`config.mk`:
```
export PLATFORM = sky130hd
export DESIGN_NAME = growable_bitset_store
export DESIGN_NICKNAME = d
export VERILOG_FILES = /design/src/hw/rtl/gbs_pkg.sv /design/src/hw/rtl/gbs_word_ram.sv /design/src/hw/rtl/gbs_resp.sv /design/src/hw/rtl/gbs_ctrl.sv /design/src/hw/rtl/growable_bitset_store.sv
export VERILOG_INCLUDE_DIRS = /design/src /design/src/hw/rtl
export SDC_FILE = /design/constraint.sdc
export NUM_CORES = 2
export LEC_CHECK = 0
export BUFFER_PORTS_ARGS = -buffer_cell sky130_fd_sc_hd__buf_2
export CAP_MARGIN = 25
export CORE_UTILIZATION = 63
export CTS_CLUSTER_DIAMETER = 150
export DETAILED_ROUTE_END_ITERATION = 8
export GPL_TIMING_DRIVEN = 0
export PLACE_DENSITY_LB_ADDON = 0.15
export SYNTH_ARGS = -nofsm -noshare
export SYNTH_HDL_FRONTEND = slang
export SYNTH_SLANG_ARGS = --single-unit
export TNS_END_PERCENT = 5
```
`constraint.sdc`:
```
create_clock -name clk -period 8.1 [get_ports clk]
set_input_delay 1.62 -clock clk [delete_from_list [all_inputs] [get_ports clk]]
set_output_delay 1.62 -clock clk [all_outputs]
set_load 0.02 [all_outputs]
```
`src/hw/rtl/growable_bitset_store_macros.svh`:
```
// ----------------------------------------------------------------------------
// growable_bitset_store_macros.svh
// Assertion macros used by the bitset store RTL (gbs_ctrl). The module that uses them
// has clk and a synchronous active-high rst in scope.
// ----------------------------------------------------------------------------
`ifndef GROWABLE_BITSET_STORE_MACROS_SVH
`define GROWABLE_BITSET_STORE_MACROS_SVH

// same-cycle implication
`define GBS_ASSERT_IMP(lbl, ante, cons) \
  lbl: assert property (@(posedge clk) disable iff (rst) (ante) |-> (cons)) \
    else $error("gbs: same-cycle check failed");

// next-cycle implication
`define GBS_ASSERT_NEXT(lbl, ante, cons) \
  lbl: assert property (@(posedge clk) disable iff (rst) (ante) |=> (cons)) \
    else $error("gbs: next-cycle check failed");

`endif

```
`src/hw/rtl/gbs_pkg.sv`:
```
// ----------------------------------------------------------------------------
// gbs_pkg
// Item types and command codes of the growable bitset store.
// ----------------------------------------------------------------------------
package gbs_pkg;

  localparam int CMD_W          = 3;
  localparam int INDEX_W        = 16;
  localparam int FIELD_W        = 13;
  localparam int DEFAULT_LENGTH = 64;

  localparam logic [CMD_W-1:0] CMD_GET       = 3'd0;
  localparam logic [CMD_W-1:0] CMD_SET       = 3'd1;
  localparam logic [CMD_W-1:0] CMD_CLEAR     = 3'd2;
  localparam logic [CMD_W-1:0] CMD_TOGGLE    = 3'd3;
  localparam logic [CMD_W-1:0] CMD_SET_ALL   = 3'd4;
  localparam logic [CMD_W-1:0] CMD_CLEAR_ALL = 3'd5;
  localparam logic [CMD_W-1:0] CMD_INIT      = 3'd6;

  typedef struct packed {
    logic [CMD_W-1:0]   command;
    logic [INDEX_W-1:0] bit_index;
  } in_item_t;

  typedef struct packed {
    logic               bit_value;
    logic [FIELD_W-1:0] ones_count;
    logic               is_empty;
    logic [FIELD_W-1:0] logical_length;
    logic               capacity_error;
  } out_item_t;

endpackage

```
`src/hw/rtl/gbs_word_ram.sv`:
```
// ----------------------------------------------------------------------------
// gbs_word_ram
// Word store of the bitset: one write port, one read port, registered read.
// ----------------------------------------------------------------------------
module gbs_word_ram #(
  parameter int DEPTH  = 64,
  parameter int DATA_W = 64,
  parameter int ADDR_W = 6
) (
  input  logic              clk,
  input  logic              we,
  input  logic [ADDR_W-1:0] waddr,
  input  logic [DATA_W-1:0] wdata,
  input  logic              re,
  input  logic [ADDR_W-1:0] raddr,
  output logic [DATA_W-1:0] rdata
);

  logic [DATA_W-1:0] mem [DEPTH];

  always_ff @(posedge clk) begin
    if (we) begin
      mem[waddr] <= wdata;
    end
  end

  always_ff @(posedge clk) begin
    if (re) begin
      rdata <= mem[raddr];
    end
  end

endmodule

```
`src/hw/rtl/gbs_resp.sv`:
```
// ----------------------------------------------------------------------------
// gbs_resp
// Result register of the bitset store; frees the control side while a result
// waits on the output channel.
// ----------------------------------------------------------------------------
module gbs_resp (
  input  logic                clk,
  input  logic                rst,
  input  logic                push,
  input  gbs_pkg::out_item_t  push_item,
  output logic                ready,
  output logic                out_valid,
  input  logic                out_stall,
  output gbs_pkg::out_item_t  out_item
);

  assign ready = !out_valid || !out_stall;

  always_ff @(posedge clk) begin
    if (rst) begin
      out_valid <= 1'b0;
    end else if (push) begin
      out_valid <= 1'b1;
    end else if (!out_stall) begin
      out_valid <= 1'b0;
    end
  end

  always_ff @(posedge clk) begin
    if (push) begin
      out_item <= push_item;
    end
  end

endmodule

```
`src/hw/rtl/gbs_ctrl.sv`:
```
// ----------------------------------------------------------------------------
// gbs_ctrl
// Command sequencer: word read-modify-write for single-bit commands, one word
// per cycle sweeps for set_all, clear_all, init and the post-reset clear.
// ----------------------------------------------------------------------------
`include "growable_bitset_store_macros.svh"

module gbs_ctrl #(
  parameter int CAPACITY_BITS = 4096,
  parameter int WORD_BITS     = 64,
  localparam int NUM_WORDS    = CAPACITY_BITS / WORD_BITS,
  localparam int ADDR_W       = (NUM_WORDS > 1) ? $clog2(NUM_WORDS) : 1
) (
  input  logic                         clk,
  input  logic                         rst,
  input  logic                         in_valid,
  output logic                         in_stall,
  input  gbs_pkg::in_item_t            in_item,
  input  logic                         cfg_we,
  input  logic [gbs_pkg::FIELD_W-1:0]  cfg_wdata,
  output logic                         ram_we,
  output logic [ADDR_W-1:0]            ram_waddr,
  output logic [WORD_BITS-1:0]         ram_wdata,
  output logic                         ram_re,
  output logic [ADDR_W-1:0]            ram_raddr,
  input  logic [WORD_BITS-1:0]         ram_rdata,
  input  logic                         resp_ready,
  output logic                         push,
  output gbs_pkg::out_item_t           push_item
);

  localparam int BIT_W  = $clog2(WORD_BITS);
  localparam int LEN_W  = $clog2(CAPACITY_BITS + 1);
  localparam int WIDE_W = gbs_pkg::INDEX_W + 1;
  localparam logic [WIDE_W-1:0] CAP_X = WIDE_W'(CAPACITY_BITS);

  typedef enum logic [1:0] {ST_IDLE, ST_MODIFY, ST_SWEEP} state_t;

  state_t                        state;
  logic [gbs_pkg::CMD_W-1:0]     cmd_r;
  logic [gbs_pkg::INDEX_W-1:0]   idx_r;
  logic [LEN_W-1:0]              length_reg;
  logic [LEN_W-1:0]              count_reg;
  logic [gbs_pkg::FIELD_W-1:0]   init_len;
  logic [ADDR_W-1:0]             sweep_addr;
  logic                          sweep_fill;
  logic                          sweep_reply;
  logic                          sweep_err;

  logic                          accept;
  logic [WIDE_W-1:0]             len_x;
  logic [WIDE_W-1:0]             idx_x;
  logic                          in_cap;
  logic                          beyond;
  logic [BIT_W-1:0]              bit_sel;
  logic [WORD_BITS-1:0]          mask;
  logic                          cur;
  logic                          m_we;
  logic [WORD_BITS-1:0]          m_wdata;
  logic [LEN_W-1:0]              m_len;
  logic [LEN_W-1:0]              m_cnt;
  logic                          m_bit;
  logic                          m_err;
  logic [WIDE_W-1:0]             base_x;
  logic [WIDE_W-1:0]             rem_x;
  logic [WORD_BITS-1:0]          fill;
  logic                          sweep_last;
  logic [gbs_pkg::FIELD_W-1:0]   ilen;
  logic                          init_over;

  assign accept    = in_valid && (state == ST_IDLE);
  assign in_stall  = (state != ST_IDLE);
  assign ram_re    = accept;
  assign ram_raddr = ADDR_W'(in_item.bit_index >> BIT_W);

  assign len_x   = WIDE_W'(length_reg);
  assign idx_x   = WIDE_W'(idx_r);
  assign in_cap  = idx_x < CAP_X;
  assign beyond  = idx_x >= len_x;
  assign bit_sel = idx_r[BIT_W-1:0];
  assign mask    = WORD_BITS'(1) << bit_sel;
  assign cur     = ram_rdata[bit_sel];

  always_comb begin
    m_we    = 1'b0;
    m_wdata = ram_rdata;
    m_len   = length_reg;
    m_cnt   = count_reg;
    m_bit   = 1'b0;
    m_err   = 1'b0;
    case (cmd_r)
      gbs_pkg::CMD_GET: begin
        m_bit = in_cap && !beyond && cur;
      end
      gbs_pkg::CMD_SET, gbs_pkg::CMD_TOGGLE: begin
        if (!in_cap) begin
          m_err = 1'b1;
        end else begin
          if (beyond) begin
            m_len = LEN_W'(idx_x + WIDE_W'(1));
          end
          if (!cur) begin
            m_we    = 1'b1;
            m_wdata = ram_rdata | mask;
            m_cnt   = count_reg + LEN_W'(1);
          end else if (cmd_r == gbs_pkg::CMD_TOGGLE) begin
            m_we    = 1'b1;
            m_wdata = ram_rdata & ~mask;
            m_cnt   = count_reg - LEN_W'(1);
          end
        end
      end
      gbs_pkg::CMD_CLEAR: begin
        if (in_cap && !beyond && cur) begin
          m_we    = 1'b1;
          m_wdata = ram_rdata & ~mask;
          m_cnt   = count_reg - LEN_W'(1);
        end
      end
      default: begin
      end
    endcase
  end

  // fill word for set_all: full below the length, tail masked, zero past it
  assign base_x = WIDE_W'(sweep_addr) << BIT_W;
  assign rem_x  = len_x - base_x;

  always_comb begin
    if (len_x <= base_x) begin
      fill = '0;
    end else if (rem_x >= WIDE_W'(WORD_BITS)) begin
      fill = '1;
    end else begin
      fill = ~({WORD_BITS{1'b1}} << rem_x[BIT_W-1:0]);
    end
  end

  assign sweep_last = (sweep_addr == ADDR_W'(NUM_WORDS - 1));
  assign ilen       = (init_len == '0) ? gbs_pkg::FIELD_W'(gbs_pkg::DEFAULT_LENGTH) : init_len;
  assign init_over  = WIDE_W'(ilen) > CAP_X;

  always_comb begin
    if (state == ST_SWEEP) begin
      ram_we    = 1'b1;
      ram_waddr = sweep_addr;
      ram_wdata = sweep_fill ? fill : '0;
      push      = sweep_last && sweep_reply && resp_ready;
      push_item.bit_value      = 1'b0;
      push_item.ones_count     = gbs_pkg::FIELD_W'(count_reg);
      push_item.is_empty       = (count_reg == '0);
      push_item.logical_length = gbs_pkg::FIELD_W'(length_reg);
      push_item.capacity_error = sweep_err;
    end else begin
      ram_we    = (state == ST_MODIFY) && resp_ready && m_we;
      ram_waddr = ADDR_W'(idx_r >> BIT_W);
      ram_wdata = m_wdata;
      push      = (state == ST_MODIFY) && resp_ready;
      push_item.bit_value      = m_bit;
      push_item.ones_count     = gbs_pkg::FIELD_W'(m_cnt);
      push_item.is_empty       = (m_cnt == '0);
      push_item.logical_length = gbs_pkg::FIELD_W'(m_len);
      push_item.capacity_error = m_err;
    end
  end

  always_ff @(posedge clk) begin
    if (rst) begin
      state       <= ST_SWEEP;
      sweep_addr  <= '0;
      sweep_fill  <= 1'b0;
      sweep_reply <= 1'b0;
      sweep_err   <= 1'b0;
      length_reg  <= LEN_W'(gbs_pkg::DEFAULT_LENGTH);
      count_reg   <= '0;
      init_len    <= '0;
    end else begin
      if (cfg_we) begin
        init_len <= cfg_wdata;
      end
      case (state)
        ST_IDLE: begin
          if (accept) begin
            cmd_r       <= in_item.command;
            idx_r       <= in_item.bit_index;
            sweep_addr  <= '0;
            sweep_reply <= 1'b1;
            sweep_err   <= 1'b0;
            sweep_fill  <= 1'b0;
            case (in_item.command)
              gbs_pkg::CMD_SET_ALL: begin
                count_reg  <= length_reg;
                sweep_fill <= 1'b1;
                state      <= ST_SWEEP;
              end
              gbs_pkg::CMD_CLEAR_ALL: begin
                count_reg <= '0;
                state     <= ST_SWEEP;
              end
              gbs_pkg::CMD_INIT: begin
                count_reg  <= '0;
                length_reg <= init_over ? LEN_W'(CAPACITY_BITS) : LEN_W'(ilen);
                sweep_err  <= init_over;
                state      <= ST_SWEEP;
              end
              default: begin
                state <= ST_MODIFY;
              end
            endcase
          end
        end
        ST_MODIFY: begin
          if (resp_ready) begin
            length_reg <= m_len;
            count_reg  <= m_cnt;
            state      <= ST_IDLE;
          end
        end
        ST_SWEEP: begin
          if (!sweep_last) begin
            sweep_addr <= sweep_addr + ADDR_W'(1);
          end else if (!sweep_reply || resp_ready) begin
            state <= ST_IDLE;
          end
        end
        default: begin
          state <= ST_IDLE;
        end
      endcase
    end
  end

  `GBS_ASSERT_IMP(a_count_within_len, 1'b1, count_reg <= length_reg)
  `GBS_ASSERT_IMP(a_push_when_ready, push, resp_ready)
  `GBS_ASSERT_IMP(a_write_when_busy, ram_we, (state == ST_MODIFY) || (state == ST_SWEEP))
  `GBS_ASSERT_NEXT(a_bit_cmd_modifies, accept && (in_item.command != gbs_pkg::CMD_SET_ALL) && (in_item.command != gbs_pkg::CMD_CLEAR_ALL) && (in_item.command != gbs_pkg::CMD_INIT), state == ST_MODIFY)

endmodule

```
`src/hw/rtl/growable_bitset_store.sv`:
```
// ----------------------------------------------------------------------------
// growable_bitset_store
// Bit array in a word memory with a logical length and a running count of
// set bits; one result per command.
//
//   channel  | handshake                | payload
//   ---------+--------------------------+-------------------------
//   in       | in_valid / in_stall      | in_item  (in_item_t)
//   out      | out_valid / out_stall    | out_item (out_item_t)
//   config   | cfg_we                   | cfg_wdata (initial_length)
//
// get, set, clear, toggle: a word read then its write back, in_stall high until done.
// set_all, clear_all, init: a sweep over all CAPACITY_BITS / WORD_BITS words, one word
//   per cycle through the single write port.
// After reset a clearing pass over all CAPACITY_BITS / WORD_BITS words (64 at the
//   defaults) holds in_stall high.
// out_stall holds the result register; the next item is still taken, and its
//   write back waits until the register frees.
// ----------------------------------------------------------------------------
module growable_bitset_store #(
  parameter int CAPACITY_BITS = 4096,
  parameter int WORD_BITS     = 64
) (
  input  logic                         clk,
  input  logic                         rst,
  input  logic                         in_valid,
  output logic                         in_stall,
  input  gbs_pkg::in_item_t            in_item,
  output logic                         out_valid,
  input  logic                         out_stall,
  output gbs_pkg::out_item_t           out_item,
  input  logic                         cfg_we,
  input  logic [gbs_pkg::FIELD_W-1:0]  cfg_wdata
);

  localparam int NUM_WORDS = CAPACITY_BITS / WORD_BITS;
  localparam int ADDR_W    = (NUM_WORDS > 1) ? $clog2(NUM_WORDS) : 1;

  logic                     ram_we;
  logic [ADDR_W-1:0]        ram_waddr;
  logic [WORD_BITS-1:0]     ram_wdata;
  logic                     ram_re;
  logic [ADDR_W-1:0]        ram_raddr;
  logic [WORD_BITS-1:0]     ram_rdata;
  logic                     resp_ready;
  logic                     push;
  gbs_pkg::out_item_t       push_item;

  gbs_ctrl #(
    .CAPACITY_BITS (CAPACITY_BITS),
    .WORD_BITS     (WORD_BITS)
  ) u_ctrl (
    .clk        (clk),
    .rst        (rst),
    .in_valid   (in_valid),
    .in_stall   (in_stall),
    .in_item    (in_item),
    .cfg_we     (cfg_we),
    .cfg_wdata  (cfg_wdata),
    .ram_we     (ram_we),
    .ram_waddr  (ram_waddr),
    .ram_wdata  (ram_wdata),
    .ram_re     (ram_re),
    .ram_raddr  (ram_raddr),
    .ram_rdata  (ram_rdata),
    .resp_ready (resp_ready),
    .push       (push),
    .push_item  (push_item)
  );

  gbs_word_ram #(
    .DEPTH  (NUM_WORDS),
    .DATA_W (WORD_BITS),
    .ADDR_W (ADDR_W)
  ) u_ram (
    .clk   (clk),
    .we    (ram_we),
    .waddr (ram_waddr),
    .wdata (ram_wdata),
    .re    (ram_re),
    .raddr (ram_raddr),
    .rdata (ram_rdata)
  );

  gbs_resp u_resp (
    .clk       (clk),
    .rst       (rst),
    .push      (push),
    .push_item (push_item),
    .ready     (resp_ready),
    .out_valid (out_valid),
    .out_stall (out_stall),
    .out_item  (out_item)
  );

endmodule
```
==> impl_metrics.toml <==
[run_status]
outcome = "completed"

[clocking]
insertion_delay_ns = 0.99
path_clk_slew_ns = 0.06
cts_tree = "built"
hold_buffers = 0
numCtsBuffers = 409
h-tree-depth = 5
post_cts_resized = 0
clk_path_buf_depth = 4
cts.sinks = 4259
cts_setup_buffers = 0
cts-root-buf = "clkbuf_16"

[worst_setup_path]
crit_fanout = 19
cp.required_ns = 8.74
crit_arrival_ns = 7.81
r2r-end = "u_ram.mem[44][26]$_DFFE_PP_"
crit_end = "u_ram.mem[44][26]$_DFFE_PP_"
startpoint = "u_ctrl.length_reg[3]$_SDFFE_PP0P_"
cp_cell_sequence = "clkbuf_1 > inv_1 > clkbuf_1 > ha_1 > a22o_1 > o41ai_1 > a21o_2 > and2_2 > o211ai_4 > o21ai_2 > nand3_2 > o32ai_2 > nand2_1 > nor2_4 > buf_12 > buf_12"
worstReg2RegStart = "u_ctrl.length_reg[3]$_SDFFE_PP0P_"
cpLargestDelayFamily = "compound AO/OA/AOI/OAI gates"
cp_num_buf_inv = 5
r2r_slack_ns = 0.93
crit_cells = 16
crit_slowest_cell = "nor2_4"
end_kind = "register"
slowest_delay_ns = 1.04
reg2reg_depth = 16
crit_type = "register to register"
crit_path_start_kind = "register"

[yosys]
ys_seq_area_share_pct = 76.5
syn_nets = 7268
synth-seq-cells = 4259
yosys_most_used_dff = "edfxtp_1"
synth_edf_count = 4208
syn-cell-area_um2 = 166000
synth.distinct_cells = 96
syn_area_per_cell_um2 = 23.1
synthArstFlopShare_pct = 0
syn_inst = 7201
ys_warn_count = 0

[detailed_routing]
dr.first_iter.drc_count = 14200
drcViolationCount = 0
vias_per_cell = 7.40
first_pass_iters = 6
vias = 89100
finalWirelength_mm = 522
wl_per_cell_um = 43.3
postRouteAntennaNets = 0

[timing]
fin_skew_ns = 0.0680
period_minus_slack_ns = 7.17
setup-violations-final = 0
worst-slew-pin-transition_ns = 1.25
drv_slew = 0
setup_tns_ns = 0
final_hold_viol_count = 0
post-route-period-util_pct = 88.5
rsz0062_at_grt = "no"
relSlewSlack_pct = 17.0
fmax_mhz = 139

[finish]
nNetsFinal = 8207
syn_to_final_growth_pct = 16.5
largestRegisters = "u_ram.mem (4096), u_ram.rdata (64), u_resp.out_item (29)"
top_register = "u_ram.mem"
final_cell_mix = "edfxtp_1, mux4_2, clkbuf_16, clkbuf_1, buf_12"
largest_reg_flops = 4096
layout_commonest_cell = "edfxtp_1"
drive_gt1_share_pct = 31.5
design_area_um2 = 194000

[run]
drv_cap = 0

[power]
powerDensity_nw_per_um2 = 236
irDropWorstVdd_v = 0.000232
p_leak_nw = 61.5

[placement]
placed_area_um2 = 179000
post-dp-hpwl_mm = 344
place_congestion = 0.991
io_buffers = 65

[grt]
grt_pass1_vias = 87300
antenna_found_initial = 58
grt_max_degree = 65
grtUsageTotal_pct = 39.7
gr-total-overflow = 0
grt_first_pass_wirelength_mm = 708

[floorplan]
io-pin-count = 68
start_util_pct = 63.4
fp.dieH_um = 516
die_w_um = 516
rows = 188
die-area_um2 = 266000
core-area_um2 = 263000

[hold_path]
hold_path.class = "register to register"
hp-start = "u_ctrl.sweep_reply$_SDFFE_PP0P_"
report_power, final:
group	internal [mW]	total, mW	switching (mW)	leakage (nW)
Combinational	0.955	2.19	1.24	15.6
Sequential	24.0	24.0	0.0409	39.3
Clock	11.1	19.5	8.36	6.54
synthesized netlist by cell type, drive strengths merged (8+ instances only):
master	n	area [µm²]
a2111oi	11	161
a211oi	15	135
a21oi	69	360
a22o	18	158
a22oi	47	363
a311oi	11	96.3
a31oi	10	62.6
a32oi	18	158
and2	14	88.8
and3	12	75.1
buf	118	526
clkbuf	303	1140
dfxtp	51	1020
edfxtp	4208	126000
ha	29	363
inv	38	143
mux2i	47	470
mux4	1344	30300
nand2	228	866
nand2b	10	62.6
nand3	84	430
nand4	17	106
nor2	189	714
nor2b	10	62.6
nor3	22	120
nor4	12	81.3
o2111ai	10	87.6
o211ai	34	274
o21ai	72	372
o221ai	10	87.6
o2bb2ai	15	131
o31ai	10	116
or3	8	50.1
xnor2	15	131
xor2	10	95.1
logic make-up after synthesis:
kind of cell             share of synthesized area [%]
flip-flops                                        76.5
adder cells (fa/ha/maj)                          0.230
AO/OA/AOI/OAI                                     1.84
AND/OR/NAND/NOR                                   1.70
XOR/XNOR                                         0.136
buffers and inverters                             1.09
multiplexers                                      18.5
metrics by stage:
step	cells	util, %	setup WS [ns]	power, mW	hold WS [ns]
after floorplan	7201	-	1.94	25.7	0.457
after global placement	10800	65.2	-4.97	26.4	0.495
after detailed placement	11200	68.4	1.21	26.6	0.515
after CTS	11900	73.5	1.26	45.7	0.527
after global routing	12000	73.8	0.916	46.5	0.544
final	12000	73.9	0.931	45.7	0.540
worst register-to-register path, cell delays in order, from the launching register on:
cell and delay (ns):
dfxtp_1 0.30, clkbuf_1 0.66, inv_1 0.19, clkbuf_1 0.36, ha_1 0.42, a22o_1 0.23, o41ai_1 0.86, a21o_2 0.39
and2_2 0.24, o211ai_4 0.18, o21ai_2 0.29, nand3_2 0.18, o32ai_2 0.39, nand2_1 0.55, nor2_4 1.04, buf_12 0.30
buf_12 0.26
worst min-delay path by stage:
| stage | end | slack [ns] | cells past startpoint |
|---|---|---|---|
| after detailed placement | u_ctrl.sweep_reply$_SDFFE_PP0P_ | 0.52 | 2 |
| after global placement | u_ctrl.sweep_reply$_SDFFE_PP0P_ | 0.49 | 2 |
| after floorplan | u_ctrl.sweep_err$_SDFFE_PP0P_ | 0.46 | 2 |
| after global routing | u_ctrl.sweep_reply$_SDFFE_PP0P_ | 0.54 | 2 |
| after CTS | u_ctrl.sweep_reply$_SDFFE_PP0P_ | 0.53 | 2 |
| final | u_ctrl.sweep_reply$_SDFFE_PP0P_ | 0.54 | 2 |
cell type report:
class | instances | area, µm²
Sequential cell | 4259 | 127000
Fill cell | 14000 | 68600
Multi-Input combinational cell | 2482 | 38200
Clock buffer | 492 | 10700
Timing Repair Buffer | 528 | 8430
Tap cell | 3515 | 4400
Clock inverter | 254 | 2820
Buffer | 421 | 1700
Inverter | 39 | 149
Antenna cell | 53 | 133
layer usage:
layer | vias to the layer above | global-route usage (%) | part of all wire, %
met4 | 34 | 21.0 | 5.9
met1 | 46800 | 53.3 | 34
met3 | 1377 | 11.7 | 14
met2 | 7968 | 59.8 | 46
met5 | - | 0.379 | 0.064
li1 | 33000 | - | -
Note: power is estimated with default switching activity, not from simulation.
